File: config.mk
export PLATFORM = sky130hd
export DESIGN_NAME = token_splitter_stream
export DESIGN_NICKNAME = d
export VERILOG_FILES = /design/src/rtl/tss_pkg.sv /design/src/rtl/tss_front.sv /design/src/rtl/tss_queue.sv /design/src/rtl/tss_back.sv /design/src/rtl/token_splitter_stream.sv
export SDC_FILE = /design/constraint.sdc
export NUM_CORES = 1
export LEC_CHECK = 0
export ABC_AREA = 1
export BUFFER_PORTS_ARGS = -buffer_cell sky130_fd_sc_hd__buf_2
export CAP_MARGIN = 20
export CORE_ASPECT_RATIO = 1.4
export CORE_MARGIN = 2
export CORE_UTILIZATION = 60
export CTS_CLUSTER_SIZE = 16
export DETAILED_ROUTE_END_ITERATION = 8
export PLACE_DENSITY = 0.77
export SYNTH_ARGS = -nofsm -noshare
export SYNTH_HDL_FRONTEND = slang
export SYNTH_SLANG_ARGS = --single-unit
File: constraint.sdc
create_clock -name clk -period 10.1 [get_ports clk]
set_input_delay 0 -clock clk [delete_from_list [all_inputs] [get_ports clk]]
set_output_delay 0 -clock clk [all_outputs]
set_load 0.1 [all_outputs]
File: src/rtl/tss_pkg.sv
// Shared types, character codes and helpers for the token splitter.
`timescale 1ns / 1ps
package tss_pkg;

  localparam logic [1:0] KIND_BYTE = 2'd0;
  localparam logic [1:0] KIND_END  = 2'd1;
  localparam logic [1:0] KIND_OP   = 2'd2;

  localparam logic [7:0] CH_QUOTE = 8'h40;
  localparam logic [7:0] CH_SLASH = 8'h2f;
  localparam logic [7:0] CH_NL    = 8'h0a;
  localparam logic [7:0] CH_TAB   = 8'h09;
  localparam logic [7:0] CH_SPACE = 8'h20;

  localparam int QDEPTH = 4;
  localparam int QAW    = $clog2(QDEPTH);

  typedef struct packed {
    logic [1:0] kind;
    logic [7:0] value;
  } res_t;

  // One queue entry: up to four results and the index of the last one.
  typedef struct packed {
    logic [1:0]       last;
    res_t [3:0]       res;
  } entry_t;

  function automatic logic is_ws(input logic [7:0] c);
    return (c == CH_SPACE) || (c == CH_TAB) || (c == CH_NL);
  endfunction

  function automatic logic is_op(input logic [7:0] c);
    return (c == 8'h2b) || (c == 8'h2d) || (c == 8'h3d) || (c == 8'h2a) ||
           (c == CH_SLASH) || (c == 8'h3a) || (c == 8'h24) || (c == 8'h28) ||
           (c == 8'h29) || (c == 8'h2c);
  endfunction

endpackage

File: src/rtl/tss_front.sv
// Front end: accepts source words, tracks lexer state and builds result groups.
`timescale 1ns / 1ps
module tss_front (
  input  logic              clk,
  input  logic              rst_n,
  input  logic              in_valid,
  input  logic [7:0]        in_ch,
  input  logic              in_is_final,
  output logic              in_stall,
  input  logic              q_full,
  output logic              q_push,
  output tss_pkg::entry_t   q_entry
);

  logic tok_r, tok_nxt;
  logic quote_r, quote_nxt;
  logic cmt_r, cmt_nxt;
  logic slash_r, slash_nxt;
  logic accept;
  logic [2:0] k;
  tss_pkg::entry_t e;
  logic c_ws;
  logic c_op;

  assign in_stall = q_full;
  assign accept   = in_valid && !q_full;
  assign c_ws     = tss_pkg::is_ws(in_ch);
  assign c_op     = tss_pkg::is_op(in_ch);

  always_comb begin
    e         = '0;
    k         = 3'd0;
    tok_nxt   = tok_r;
    quote_nxt = quote_r;
    cmt_nxt   = cmt_r;
    slash_nxt = slash_r;
    if (cmt_r) begin
      if (in_ch == tss_pkg::CH_NL) cmt_nxt = 1'b0;
      if (in_is_final && tok_nxt) begin
        e.res[k[1:0]] = '{tss_pkg::KIND_END, 8'd0};
        k = k + 3'd1;
        tok_nxt = 1'b0;
      end
    end else if (slash_r && in_ch == tss_pkg::CH_SLASH) begin
      slash_nxt = 1'b0;
      cmt_nxt   = 1'b1;
      if (in_is_final && tok_nxt) begin
        e.res[k[1:0]] = '{tss_pkg::KIND_END, 8'd0};
        k = k + 3'd1;
        tok_nxt = 1'b0;
      end
    end else begin
      // A held slash that did not start a comment is an operator token.
      if (slash_r) begin
        slash_nxt = 1'b0;
        if (tok_nxt) begin
          e.res[k[1:0]] = '{tss_pkg::KIND_END, 8'd0};
          k = k + 3'd1;
          tok_nxt = 1'b0;
        end
        e.res[k[1:0]] = '{tss_pkg::KIND_OP, tss_pkg::CH_SLASH};
        k = k + 3'd1;
      end
      if (in_ch == tss_pkg::CH_SLASH && !in_is_final) begin
        slash_nxt = 1'b1;
      end else if (in_ch == tss_pkg::CH_QUOTE) begin
        quote_nxt = !quote_nxt;
        if (in_is_final && tok_nxt) begin
          e.res[k[1:0]] = '{tss_pkg::KIND_END, 8'd0};
          k = k + 3'd1;
          tok_nxt = 1'b0;
        end
      end else if (in_is_final) begin
        if (!(c_ws && !quote_nxt && !tok_nxt)) begin
          e.res[k[1:0]] = '{tss_pkg::KIND_BYTE, in_ch};
          k = k + 3'd1;
          e.res[k[1:0]] = '{tss_pkg::KIND_END, 8'd0};
          k = k + 3'd1;
          tok_nxt = 1'b0;
        end
      end else if (c_ws) begin
        if (quote_nxt) begin
          e.res[k[1:0]] = '{tss_pkg::KIND_BYTE, in_ch};
          k = k + 3'd1;
          tok_nxt = 1'b1;
        end else if (tok_nxt) begin
          e.res[k[1:0]] = '{tss_pkg::KIND_END, 8'd0};
          k = k + 3'd1;
          tok_nxt = 1'b0;
        end
      end else if (c_op) begin
        if (tok_nxt) begin
          e.res[k[1:0]] = '{tss_pkg::KIND_END, 8'd0};
          k = k + 3'd1;
          tok_nxt = 1'b0;
        end
        e.res[k[1:0]] = '{tss_pkg::KIND_OP, in_ch};
        k = k + 3'd1;
      end else begin
        e.res[k[1:0]] = '{tss_pkg::KIND_BYTE, in_ch};
        k = k + 3'd1;
        tok_nxt = 1'b1;
      end
    end
    // The end of the text returns everything to its reset value.
    if (in_is_final) begin
      tok_nxt   = 1'b0;
      quote_nxt = 1'b0;
      cmt_nxt   = 1'b0;
      slash_nxt = 1'b0;
    end
    e.last = k[1:0] - 2'd1;
  end

  assign q_push  = accept && (k != 3'd0);
  assign q_entry = e;

  always_ff @(posedge clk) begin
    if (!rst_n) begin
      tok_r   <= 1'b0;
      quote_r <= 1'b0;
      cmt_r   <= 1'b0;
      slash_r <= 1'b0;
    end else if (accept) begin
      tok_r   <= tok_nxt;
      quote_r <= quote_nxt;
      cmt_r   <= cmt_nxt;
      slash_r <= slash_nxt;
    end
  end

endmodule

File: src/rtl/tss_queue.sv
// Short queue of result groups between the front and back ends.
`timescale 1ns / 1ps
module tss_queue (
  input  logic             clk,
  input  logic             rst_n,
  input  logic             push,
  input  tss_pkg::entry_t  push_entry,
  input  logic             pop,
  output tss_pkg::entry_t  head,
  output logic             full,
  output logic             empty
);

  tss_pkg::entry_t mem [tss_pkg::QDEPTH];
  logic [tss_pkg::QAW-1:0] wptr_r;
  logic [tss_pkg::QAW-1:0] rptr_r;
  logic [tss_pkg::QAW:0]   cnt_r;

  assign full  = (cnt_r == (tss_pkg::QAW+1)'(tss_pkg::QDEPTH));
  assign empty = (cnt_r == '0);
  assign head  = mem[rptr_r];

  always_ff @(posedge clk) begin
    if (push) mem[wptr_r] <= push_entry;
  end

  always_ff @(posedge clk) begin
    if (!rst_n) begin
      wptr_r <= '0;
      rptr_r <= '0;
      cnt_r  <= '0;
    end else begin
      if (push) wptr_r <= wptr_r + 1'b1;
      if (pop)  rptr_r <= rptr_r + 1'b1;
      if (push && !pop) cnt_r <= cnt_r + 1'b1;
      else if (pop && !push) cnt_r <= cnt_r - 1'b1;
    end
  end

endmodule

File: src/rtl/tss_back.sv
// Back end: unpacks result groups into one output word per cycle while out_stall is low.
`timescale 1ns / 1ps
module tss_back (
  input  logic             clk,
  input  logic             rst_n,
  input  tss_pkg::entry_t  head,
  input  logic             empty,
  output logic             pop,
  output logic             out_valid,
  output logic [1:0]       out_kind,
  output logic [7:0]       out_value,
  output logic             out_last_of_run,
  input  logic             out_stall
);

  logic       valid_r;
  logic [1:0] idx_r;
  logic [1:0] kind_r;
  logic [7:0] value_r;
  logic       last_r;
  logic       load;
  logic       at_last;

  assign load    = !empty && (!valid_r || !out_stall);
  assign at_last = (idx_r == head.last);
  assign pop     = load && at_last;

  always_ff @(posedge clk) begin
    if (!rst_n) begin
      valid_r <= 1'b0;
      idx_r   <= 2'd0;
    end else begin
      if (load) begin
        valid_r <= 1'b1;
        idx_r   <= at_last ? 2'd0 : idx_r + 2'd1;
      end else if (!out_stall) begin
        valid_r <= 1'b0;
      end
    end
  end

  always_ff @(posedge clk) begin
    if (load) begin
      kind_r  <= head.res[idx_r].kind;
      value_r <= head.res[idx_r].value;
      last_r  <= at_last;
    end
  end

  assign out_valid       = valid_r;
  assign out_kind        = kind_r;
  assign out_value       = value_r;
  assign out_last_of_run = last_r;

endmodule

File: src/rtl/token_splitter_stream.sv
// Top level of the streaming token splitter.
`timescale 1ns / 1ps
// The block takes one source byte per cycle while in_stall is low and streams
// out token bytes, end-of-token marks and operator tokens. The front end
// classifies each word in the cycle it is accepted and writes its results, up
// to four, as one group into a four-entry queue; the back end sends one result
// word per cycle while out_stall is low from that queue through an output
// register. in_stall rises only when the queue is full. Bytes that yield no
// result (held slashes, quote marks, comment text) never enter the queue.
module token_splitter_stream (
  input  logic       clk,
  input  logic       rst_n,
  input  logic       in_valid,
  input  logic [7:0] in_ch,
  input  logic       in_is_final,
  output logic       in_stall,
  output logic       out_valid,
  output logic [1:0] out_kind,
  output logic [7:0] out_value,
  output logic       out_last_of_run,
  input  logic       out_stall
);

  logic            q_full;
  logic            q_empty;
  logic            q_push;
  logic            q_pop;
  tss_pkg::entry_t q_in;
  tss_pkg::entry_t q_head;

  tss_front u_front (
    .clk         (clk),
    .rst_n       (rst_n),
    .in_valid    (in_valid),
    .in_ch       (in_ch),
    .in_is_final (in_is_final),
    .in_stall    (in_stall),
    .q_full      (q_full),
    .q_push      (q_push),
    .q_entry     (q_in)
  );

  tss_queue u_queue (
    .clk        (clk),
    .rst_n      (rst_n),
    .push       (q_push),
    .push_entry (q_in),
    .pop        (q_pop),
    .head       (q_head),
    .full       (q_full),
    .empty      (q_empty)
  );

  tss_back u_back (
    .clk             (clk),
    .rst_n           (rst_n),
    .head            (q_head),
    .empty           (q_empty),
    .pop             (q_pop),
    .out_valid       (out_valid),
    .out_kind        (out_kind),
    .out_value       (out_value),
    .out_last_of_run (out_last_of_run),
    .out_stall       (out_stall)
  );

`ifndef SYNTHESIS
  a_queue_sane: assert property (@(posedge clk) disable iff (!rst_n)
    !(q_full && q_empty)) else $error("queue reports full and empty");

  a_no_push_full: assert property (@(posedge clk) disable iff (!rst_n)
    q_push |-> !q_full) else $error("push into a full queue");

  a_kind_legal: assert property (@(posedge clk) disable iff (!rst_n)
    out_valid |-> (out_kind != 2'd3)) else $error("illegal result kind");

  a_end_zero: assert property (@(posedge clk) disable iff (!rst_n)
    (out_valid && out_kind == tss_pkg::KIND_END) |-> (out_value == 8'd0))
    else $error("end-of-token word carries a value");
`endif

endmodule

==> metrics.md, run 1 <==
| Metric | Value |
|---|---|
| Pins Over Slew Limit | `0` |
| WL per Instance | `20.3 µm` |
| Synth Net Count | `949` |
| Layout area overhead | `10.3%` |
| Post-CTS setup buffers | `0` |
| Max Cap Violations | `0` |
| Area share of the largest cell type after synthesis | `0.575` |
| Hold-fix buffers at CTS | `2` |
| Met3 Resource Use GR | `0.0475` |
| Syn avg cell area | `10.1 µm²` |
| Core Area | `0.0154 mm²` |
| Cell Pwr Density | `241 mW/mm²` |
| Synth warnings | `0` |
| Leakage power | `3.90 nW` |
| Outcome | `complete, no violations` |
| CP Cell Sequence | `inv_1 > ha_1 > nand4_1 > nand2_1 > nand2_1 > nand3_1 > nand2_1 > nand2_1 > nand2_1 > a21oi_1 > ha_1 > nand2_4 > nand2_2 > inv_1 > ha_1 > inv_1 > fa_1 > o21ai_0 > a21oi_1` |
| Clock-pin slew on the worst setup and hold paths | `0.08 ns` |
| Fin cells | `1145` |
| Most frequent cells in the layout | `edfxtp_1, nand2_1, o21ai_0, nor2_1, inv_1` |
| Vias post-DR | `7087` |
| Cell area after layout | `0.0103 mm²` |
| Number of port buffers | `25` |
| Die area | `0.0166 mm²` |
| Crit Path Max Fanout | `10` |
| Worst Clk Skew | `0.0120 ns` |
| Antenna violations before repair | `0` |
| Worst Hold Class | `input pin to flop` |
| Relative slew slack | `0.313` |
| Design Power | `2.48 mW` |
| Tcrit/Tclk final | `0.365` |
| Setup repair after global routing missed its margin | `no` |
| Gr busiest metal | `met2` |
| Critical Path RT | `10.42 ns` |
| Dpl cell area | `0.00964 mm²` |
| Cell Area, Synth | `0.00935 mm²` |
| Post-synthesis sequential area ratio | `0.609` |
| CTS sink count | `195` |
| Commonest non-fill, non-tap cell in the layout | `edfxtp_1` |
| Family with the most delay on the worst path | `adder cells` |
| Total global routing overflow | `0` |
| Final-report hold violation count | `0` |
| Detailed-route wire length | `23.2 mm` |
| Nets | `963` |
| Vias per cell | `6.19` |
| Util after Layout | `0.669` |
| Count of different cell masters after synthesis | `43` |
| Initial Util | `0.607` |
| Max VDD drop | `187 µV` |
| Global router's overall resource usage | `0.292` |
| Critical Path End Type | `flop` |
| ANT cells | `0` |
| Fraction of layout cells with a size suffix above 1 | `0.115` |
| Die width | `109 µm` |
| Slowest cell on crit path | `dfxtp_1` |
| Fillers | `1190` |
| Largest net degree at the start of global routing | `86` |
| PostCTS Resize Cnt | `0` |
| Largest area contributor in the netlist | `edfxtp_1` |
| Worst setup margin | `6.42 ns` |
| Critical Path Max Stage Delay | `0.55 ns` |
| Drt pass-1 iters | `5` |
| Routed Antenna Nets | `0` |
| Dpl cells | `1110` |
| DP HPWL | `15.1 mm` |
| CTS tree | `built` |
| Crit Path Category | `flop to flop` |
| Clk Latency, worst-skew pair | `0.43 ns` |
| Rows | `54` |
| Drt drc | `0` |
| Num CTS Buffers | `17` |
| Max Root-Sink Buffers | `2` |
| Tmin final | `3.68 ns` |
| Final setup violation count | `0` |
| Worst Hold Margin | `0.0491 ns` |
| Setup TNS | `0 ns` |
| Worst path buffer plus inverter count | `3` |
| FF+latch count, synth | `195` |
| GPL Wtd Cong | `0.974` |
| Vias in the first global route | `6712` |
| Pre-CTS WS | `6.46 ns` |
| Max Freq | `0.271 GHz` |
| Die Span Y | `152 µm` |
| Crit-path most repeated cell | `nand2_1` |
| H-tree depth | `4` |
| CTS root buf | `clkbuf_16` |
| Global routing met1 resource utilization | `0.372` |
| CP Launch Type | `flop` |
| Synth top area cells | `edfxtp_1, o21ai_0, nand2_1` |
| Ports | `26` |
| Worst Max-Slew Pin Slew | `1.00 ns` |
| First-pass GRT wire length | `36.0 mm` |
| GRT met2 Usage | `0.492` |
| Drt first-iter violations | `703` |
| Synth Instances | `922` |
| Crit path DAT | `4.00 ns` |
-- cell families after synthesis --
family,synth area share
simple gates,0.172
compound gates,0.142
flops,0.609
buf+inv,0.0541
fa+ha+maj,0.0195
xor+xnor,0.00281
-- layer usage --
metal / routed length (µm) / up-vias
met4: 709 / 0
met1: 9170 / 3395
met2: 11900 / 320
met5: 0 / -
li1: - / 3326
met3: 1420 / 46
-- final cells by class --
type                            count  area, µm²  share of cell area
Clock buffer                       17        425              0.0413
Clock inverter                     15        211              0.0205
Inverter                           83        312              0.0302
Multi-Input combinational cell    600       3180               0.308
Sequential cell                   195       5700               0.552
Tap cell                          196        245              0.0238
Timing Repair Buffer               39        240              0.0233
-- final timing paths --
| check | from | end | slack, ns | cells past startpoint |
|---|---|---|---|---|
| worst min-delay path | in_valid | u_queue.wptr_r[1] | 0.05 | 6 |
| worst max-delay path | u_front.slash_r | u_queue.cnt_r[1] | 6.42 | 19 |
| worst min register to register | u_queue.rptr_r[0] | flop | 0.47 | 2 |
| worst max register to register | u_front.slash_r | u_queue.cnt_r[1] | 6.42 | 19 |
-- cells in the mapped netlist (all sizes together) --
| cell | number |
|---|---|
| a22oi | 1 |
| o21ai | 119 |
| nand4 | 9 |
| a211oi | 1 |
| fa | 1 |
| clkbuf | 31 |
| nor4 | 2 |
| dfxtp | 16 |
| nor3 | 22 |
| ha | 13 |
| a31oi | 4 |
| nand3 | 62 |
| o211ai | 15 |
| o22ai | 11 |
| inv | 80 |
| o221ai | 30 |
| or2 | 1 |
| o2111ai | 1 |
| a21oi | 41 |
| edfxtp | 179 |
| xor2 | 3 |
| a2111oi | 2 |
| clkinv | 3 |
| nand2 | 144 |
| buf | 13 |
| nor2 | 117 |
| a311oi | 1 |
-- flip-flops by register name (all words and copies together) (netlist names), named ones only --
name                    cells
u_back.idx_r                2
u_back.out_kind             2
u_back.out_last_of_run      1
u_back.out_valid            1
u_back.out_value            8
u_front.cmt_r               1
u_front.quote_r             1
u_front.slash_r             1
u_front.tok_r               1
u_queue.cnt_r               3
u_queue.mem               168
u_queue.rptr_r              2
u_queue.wptr_r              2
-- where the power goes --
part / internal, mW / switching, mW
clock: 0.360 / 0.320
combinational: 0.171 / 0.593
sequential: 1.00 / 0.0357
total: 1.53 / 0.948
-- worst register-to-register path, stage by stage, from the launching register on --
cell	delay [ns]
dfxtp_1	0.55
inv_1	0.23
ha_1	0.42
nand4_1	0.13
nand2_1	0.10
nand2_1	0.05
nand3_1	0.07
nand2_1	0.08
nand2_1	0.06
nand2_1	0.05
a21oi_1	0.31
ha_1	0.27
nand2_4	0.08
nand2_2	0.19
inv_1	0.08
ha_1	0.19
inv_1	0.11
fa_1	0.39
o21ai_0	0.17
a21oi_1	0.05
Note: power is estimated with default switching activity, not from simulation.
==> run 2: changes to the inputs <==
clock period = 3.86 ns   (was 10.1 ns; I/O delays follow)
==> metrics.md, run 2 (same netlist as run 1, synthesis figures left out) <==
| Metric | Value |
|---|---|
| CTS tree | `built` |
| Num CTS Buffers | `17` |
| Commonest non-fill, non-tap cell in the layout | `edfxtp_1` |
| Pins Over Slew Limit | `0` |
| Clk Latency, worst-skew pair | `0.44 ns` |
| Setup TNS | `0 ns` |
| Number of port buffers | `25` |
| Global router's overall resource usage | `0.291` |
| Crit-path most repeated cell | `nand2_1` |
| Setup repair after global routing missed its margin | `no` |
| Worst Hold Class | `input pin to flop` |
| Vias in the first global route | `6605` |
| Vias post-DR | `7169` |
| Rows | `54` |
| Nets | `972` |
| Max FFs per register | `168` |
| Sw Ratio | `0.383` |
| Design Power | `6.50 mW` |
| Clock share of power | `0.270` |
| NetSw | `2.49 mW` |
| Ports | `26` |
| Most frequent cells in the layout | `edfxtp_1, nand2_1, o21ai_0, nor2_1, inv_1` |
| DP HPWL | `15.0 mm` |
| Most flops, register | `u_queue.mem` |
| Relative slew slack | `0.271` |
| Max VDD drop | `487 µV` |
| WL per Instance | `20.0 µm` |
| Fraction of layout cells with a size suffix above 1 | `0.125` |
| Core Area | `0.0154 mm²` |
| Initial Util | `0.607` |
| Tcrit/Tclk final | `0.886` |
| Final-report hold violation count | `0` |
| Dpl cells | `1120` |
| Die Span Y | `152 µm` |
| CTS sink count | `195` |
| Routed Antenna Nets | `0` |
| Sequential power share | `0.418` |
| Outcome | `complete, no violations` |
| Max Root-Sink Buffers | `2` |
| Layout area overhead | `11.2%` |
| Drt pass-1 iters | `6` |
| Detailed-route wire length | `23.0 mm` |
| Crit Path Max Fanout | `7` |
| Leakage power | `3.93 nW` |
| Max Cap Violations | `0` |
| Worst Hold Margin | `0.0518 ns` |
| Critical Path Max Stage Delay | `0.44 ns` |
| ANT cells | `0` |
| Total global routing overflow | `0` |
| Critical Path End Type | `flop` |
| CP Launch Type | `flop` |
| Slowest cell on crit path | `dfxtp_1` |
| Clock-pin slew on the worst setup and hold paths | `0.07 ns` |
| Drt first-iter violations | `832` |
| Cell Pwr Density | `625 mW/mm²` |
| Fin cells | `1154` |
| Tmin final | `3.42 ns` |
| Post-CTS setup buffers | `0` |
| Crit path DAT | `3.75 ns` |
| Logic pwr share | `0.312` |
| H-tree depth | `4` |
| GPL Wtd Cong | `1.02` |
| Vias per cell | `6.21` |
| CTS root buf | `clkbuf_16` |
| First-pass GRT wire length | `35.6 mm` |
| Antenna violations before repair | `0` |
| Worst Clk Skew | `0.00977 ns` |
| Largest net degree at the start of global routing | `81` |
| Worst Max-Slew Pin Slew | `1.07 ns` |
| Critical Path RT | `4.19 ns` |
| Drt drc | `0` |
| Max Freq | `0.292 GHz` |
| Die area | `0.0166 mm²` |
| Final setup violation count | `0` |
| Int Power | `4.01 mW` |
| Crit Path Category | `flop to flop` |
| CP Cell Sequence | `inv_1 > ha_1 > nand4_1 > nand2_1 > nand2_1 > nand3_1 > nand2_1 > nand2_1 > nand2_1 > a21oi_1 > ha_1 > nand2_4 > nand2_2 > inv_1 > ha_1 > inv_1 > fa_1 > o21ai_0 > a21oi_1` |
| Die width | `109 µm` |
-- run 2: path summary, 6_finish.rpt --
kind | slack [ns] | endpoint | from | depth (start not counted)
worst max-delay path | 0.44 | u_queue.cnt_r[1] | u_front.tok_r | 19
worst min-delay path | 0.05 | u_queue.wptr_r[0] | in_valid | 5
worst max register to register | 0.44 | u_queue.cnt_r[1] | u_front.tok_r | 19
worst min register to register | 0.48 | flop | u_queue.rptr_r[0] | 2
-- run 2: final cells by class --
class / count / area, µm²
Clock buffer: 18 / 429
Clock inverter: 14 / 165
Fill cell: 1118 / 5010
Inverter: 83 / 312
Multi-Input combinational cell: 600 / 3190
Sequential cell: 195 / 5700
Tap cell: 196 / 245
Timing Repair Buffer: 48 / 353
-- run 2: repair_timing --
item,CTS,global route
gates resized for setup,0,1
endpoints found under the setup margin,0,1
endpoints found under the hold margin,13,0
hold buffers,2,0
-- run 2: routing by layer --
layer	GRT usage	wire, µm	up-vias
li1	-	-	3334
met1	0.379	8720	3375
met2	0.479	11500	383
met3	0.0547	1890	77
met4	0.123	925	0
met5	0	0	-
-- run 2: power groups by stage --
stage	Sequential (mW)	Combinational, mW	Clock (mW)
after floorplan	3.22	1.04	0
after global routing	2.74	2.20	1.85
after global placement	2.76	2.00	0
final	2.72	2.03	1.75
after CTS	2.72	2.03	1.76
after detailed placement	2.76	2.02	0
-- run 2: worst max-delay path, delay by kind of cell (launching register included) --
kind / cells / cell delay (ns)
adder cells (fa/ha/maj): 4 / 1.25
AND/OR/NAND/NOR: 9 / 0.77
AO/OA/AOI/OAI: 3 / 0.53
flip-flops: 1 / 0.44
buffers and inverters: 3 / 0.31
-- run 2: through the flow --
step | util | cell area, µm² | worst slack, ns
detailed placement | 0.634 | 9770 | 0.494
CTS | 0.674 | 10400 | 0.463
finish | 0.675 | 10400 | 0.439
global route | 0.675 | 10400 | 0.0408
global placement | 0.634 | 9770 | 0.562
floorplan | - | 9350 | -0.281
==> run 3: changes to the inputs <==
CELL_PAD_IN_SITES_DETAIL_PLACEMENT = 0   (was not set)
CELL_PAD_IN_SITES_GLOBAL_PLACEMENT = 1   (was not set)
CORE_UTILIZATION = 50   (was 60)
PLACE_DENSITY = not set   (was 0.77)
PLACE_DENSITY_LB_ADDON = 0.1   (was not set)
==> metrics.md, run 3 (same netlist as run 1, synthesis figures left out) <==
| Metric | Value |
|---|---|
| Outcome | `complete, no violations` |
| Max Freq | `0.293 GHz` |
| ANT cells | `0` |
| Crit Path Max Fanout | `7` |
| Detailed-route wire length | `25.4 mm` |
| Worst Max-Slew Pin Slew | `0.861 ns` |
| Drt first-iter violations | `840` |
| WL per Instance | `21.1 µm` |
| Ports | `26` |
| GPL Wtd Cong | `0.953` |
| CP Cell Sequence | `inv_1 > ha_1 > inv_1 > nor3_1 > ha_1 > inv_1 > nand4_1 > nand3_1 > nand3_2 > nand2_4 > nand2_2 > inv_1 > ha_1 > inv_1 > fa_1 > nor2_1 > nor2_1 > nand2_1 > o21ai_0 > a21oi_1` |
| H-tree depth | `4` |
| Final-report hold violation count | `0` |
| Crit path DAT | `3.79 ns` |
| Worst setup margin | `0.445 ns` |
| Critical Path Max Stage Delay | `0.45 ns` |
| Critical Path End Type | `flop` |
| CTS tree | `built` |
| CTS root buf | `clkbuf_16` |
| Number of port buffers | `25` |
| Hold_sp | `in_is_final` |
| Total global routing overflow | `0` |
| Leakage power | `3.97 nW` |
| Max VDD drop | `583 µV` |
| Fillers | `1579` |
| Largest net degree at the start of global routing | `63` |
| RR Startpoint | `u_front.slash_r` |
| Global router's overall resource usage | `0.265` |
| Commonest non-fill, non-tap cell in the layout | `edfxtp_1` |
| Crit Path Category | `flop to flop` |
| Most frequent cells in the layout | `edfxtp_1, nand2_1, o21ai_0, nor2_1, inv_1` |
| Nets | `974` |
| Tcrit/Tclk final | `0.885` |
| Drt pass-1 iters | `5` |
| Max Root-Sink Buffers | `2` |
| Critical path origin | `u_front.slash_r` |
| Most flops, register | `u_queue.mem` |
| Max FFs per register | `168` |
| Clock-pin slew on the worst setup and hold paths | `0.07 ns` |
| CP Launch Type | `flop` |
| Clk Latency, worst-skew pair | `0.43 ns` |
| Routed Antenna Nets | `0` |
| Slowest cell on crit path | `fa_1` |
| Vias post-DR | `7221` |
| Layout area overhead | `12.3%` |
| Setup repair after global routing missed its margin | `no` |
| Fraction of layout cells with a size suffix above 1 | `0.124` |
| Cell Pwr Density | `631 mW/mm²` |
| Initial Util | `0.506` |
| Design Power | `6.62 mW` |
| Tmin final | `3.41 ns` |
| Pins Over Slew Limit | `0` |
| Die width | `120 µm` |
| Vias per cell | `6.00` |
| Rows | `59` |
| Crit-path most repeated cell | `inv_1` |
| Worst Hold Margin | `0.0279 ns` |
| Max Cap Violations | `0` |
| Critical Path RT | `4.23 ns` |
| DP HPWL | `17.0 mm` |
| CTS sink count | `195` |
| Vias in the first global route | `7117` |
| Num CTS Buffers | `17` |
| Die Span Y | `166 µm` |
| Die area | `0.0198 mm²` |
| First-pass GRT wire length | `39.9 mm` |
| Relative slew slack | `0.421` |
| Pre-CTS WS | `0.452 ns` |
| Worst Hold Class | `input pin to flop` |
| Drt drc | `0` |
| Antenna violations before repair | `1` |
| Core Area | `0.0185 mm²` |
| Worst Clk Skew | `0.0107 ns` |
| Final setup violation count | `0` |
| R2R setup slack | `0.45 ns` |
[run 3: timing repair]
action,in CTS,in global routing
endpoints found under the hold margin,13,0
buffers inserted,0,0
hold buffers,3,0
gates resized for setup,0,0
[run 3: critical path, delay by kind of cell, from the launching register on]
family	cells	cell delay (ns)
adders and majority gates	4	1.21
AOI/OAI and AO/OA	2	0.19
and+or+nand+nor	9	1.09
buffers and inverters	5	0.54
DFF	1	0.31
[run 3: final cells by class]
class | count | area [µm²] | share of cell area
Clock buffer | 17 | 425 | 0.0405
Clock inverter | 15 | 199 | 0.0189
Timing Repair Buffer | 50 | 375 | 0.0358
Tap cell | 244 | 305 | 0.0291
Inverter | 83 | 312 | 0.0297
Multi-Input combinational cell | 600 | 3190 | 0.303
Sequential cell | 195 | 5700 | 0.543
[run 3: routing by layer]
| layer | wire, µm | share of wire | up-vias | GRT usage |
|---|---|---|---|---|
| li1 | - | - | 3343 | - |
| met1 | 10100 | 0.40 | 3540 | 0.327 |
| met3 | 1220 | 0.048 | 53 | 0.0364 |
| met2 | 13200 | 0.52 | 285 | 0.460 |
| met5 | 0 | 0 | - | 0 |
| met4 | 838 | 0.033 | 0 | 0.123 |
[run 3: path summary, 6_finish.rpt]
| path | to | depth (start not counted) |
|---|---|---|
| setup / recovery | u_queue.cnt_r[2] | 20 |
| hold / removal | u_front.tok_r | 4 |
| setup reg to reg | u_queue.cnt_r[2] | 20 |
| hold reg to reg | flop | 2 |
[run 3: where the power goes]
part	leakage [nW]	switching, mW	internal (mW)
registers	1.82	0.111	2.62
clock network	0.300	0.805	1.04
logic	1.85	1.57	0.474
total	3.97	2.49	4.13
[run 3: stage by stage]
step | utilization | setup TNS (ns) | instance area [µm²] | cells
floorplan | - | -47.28 | 9350 | 922
global placement | 0.533 | 0 | 9830 | 1168
detailed placement | 0.533 | 0 | 9830 | 1168
CTS | 0.568 | 0 | 10500 | 1203
global route | 0.569 | 0 | 10500 | 1204
finish | 0.569 | 0 | 10500 | 1204
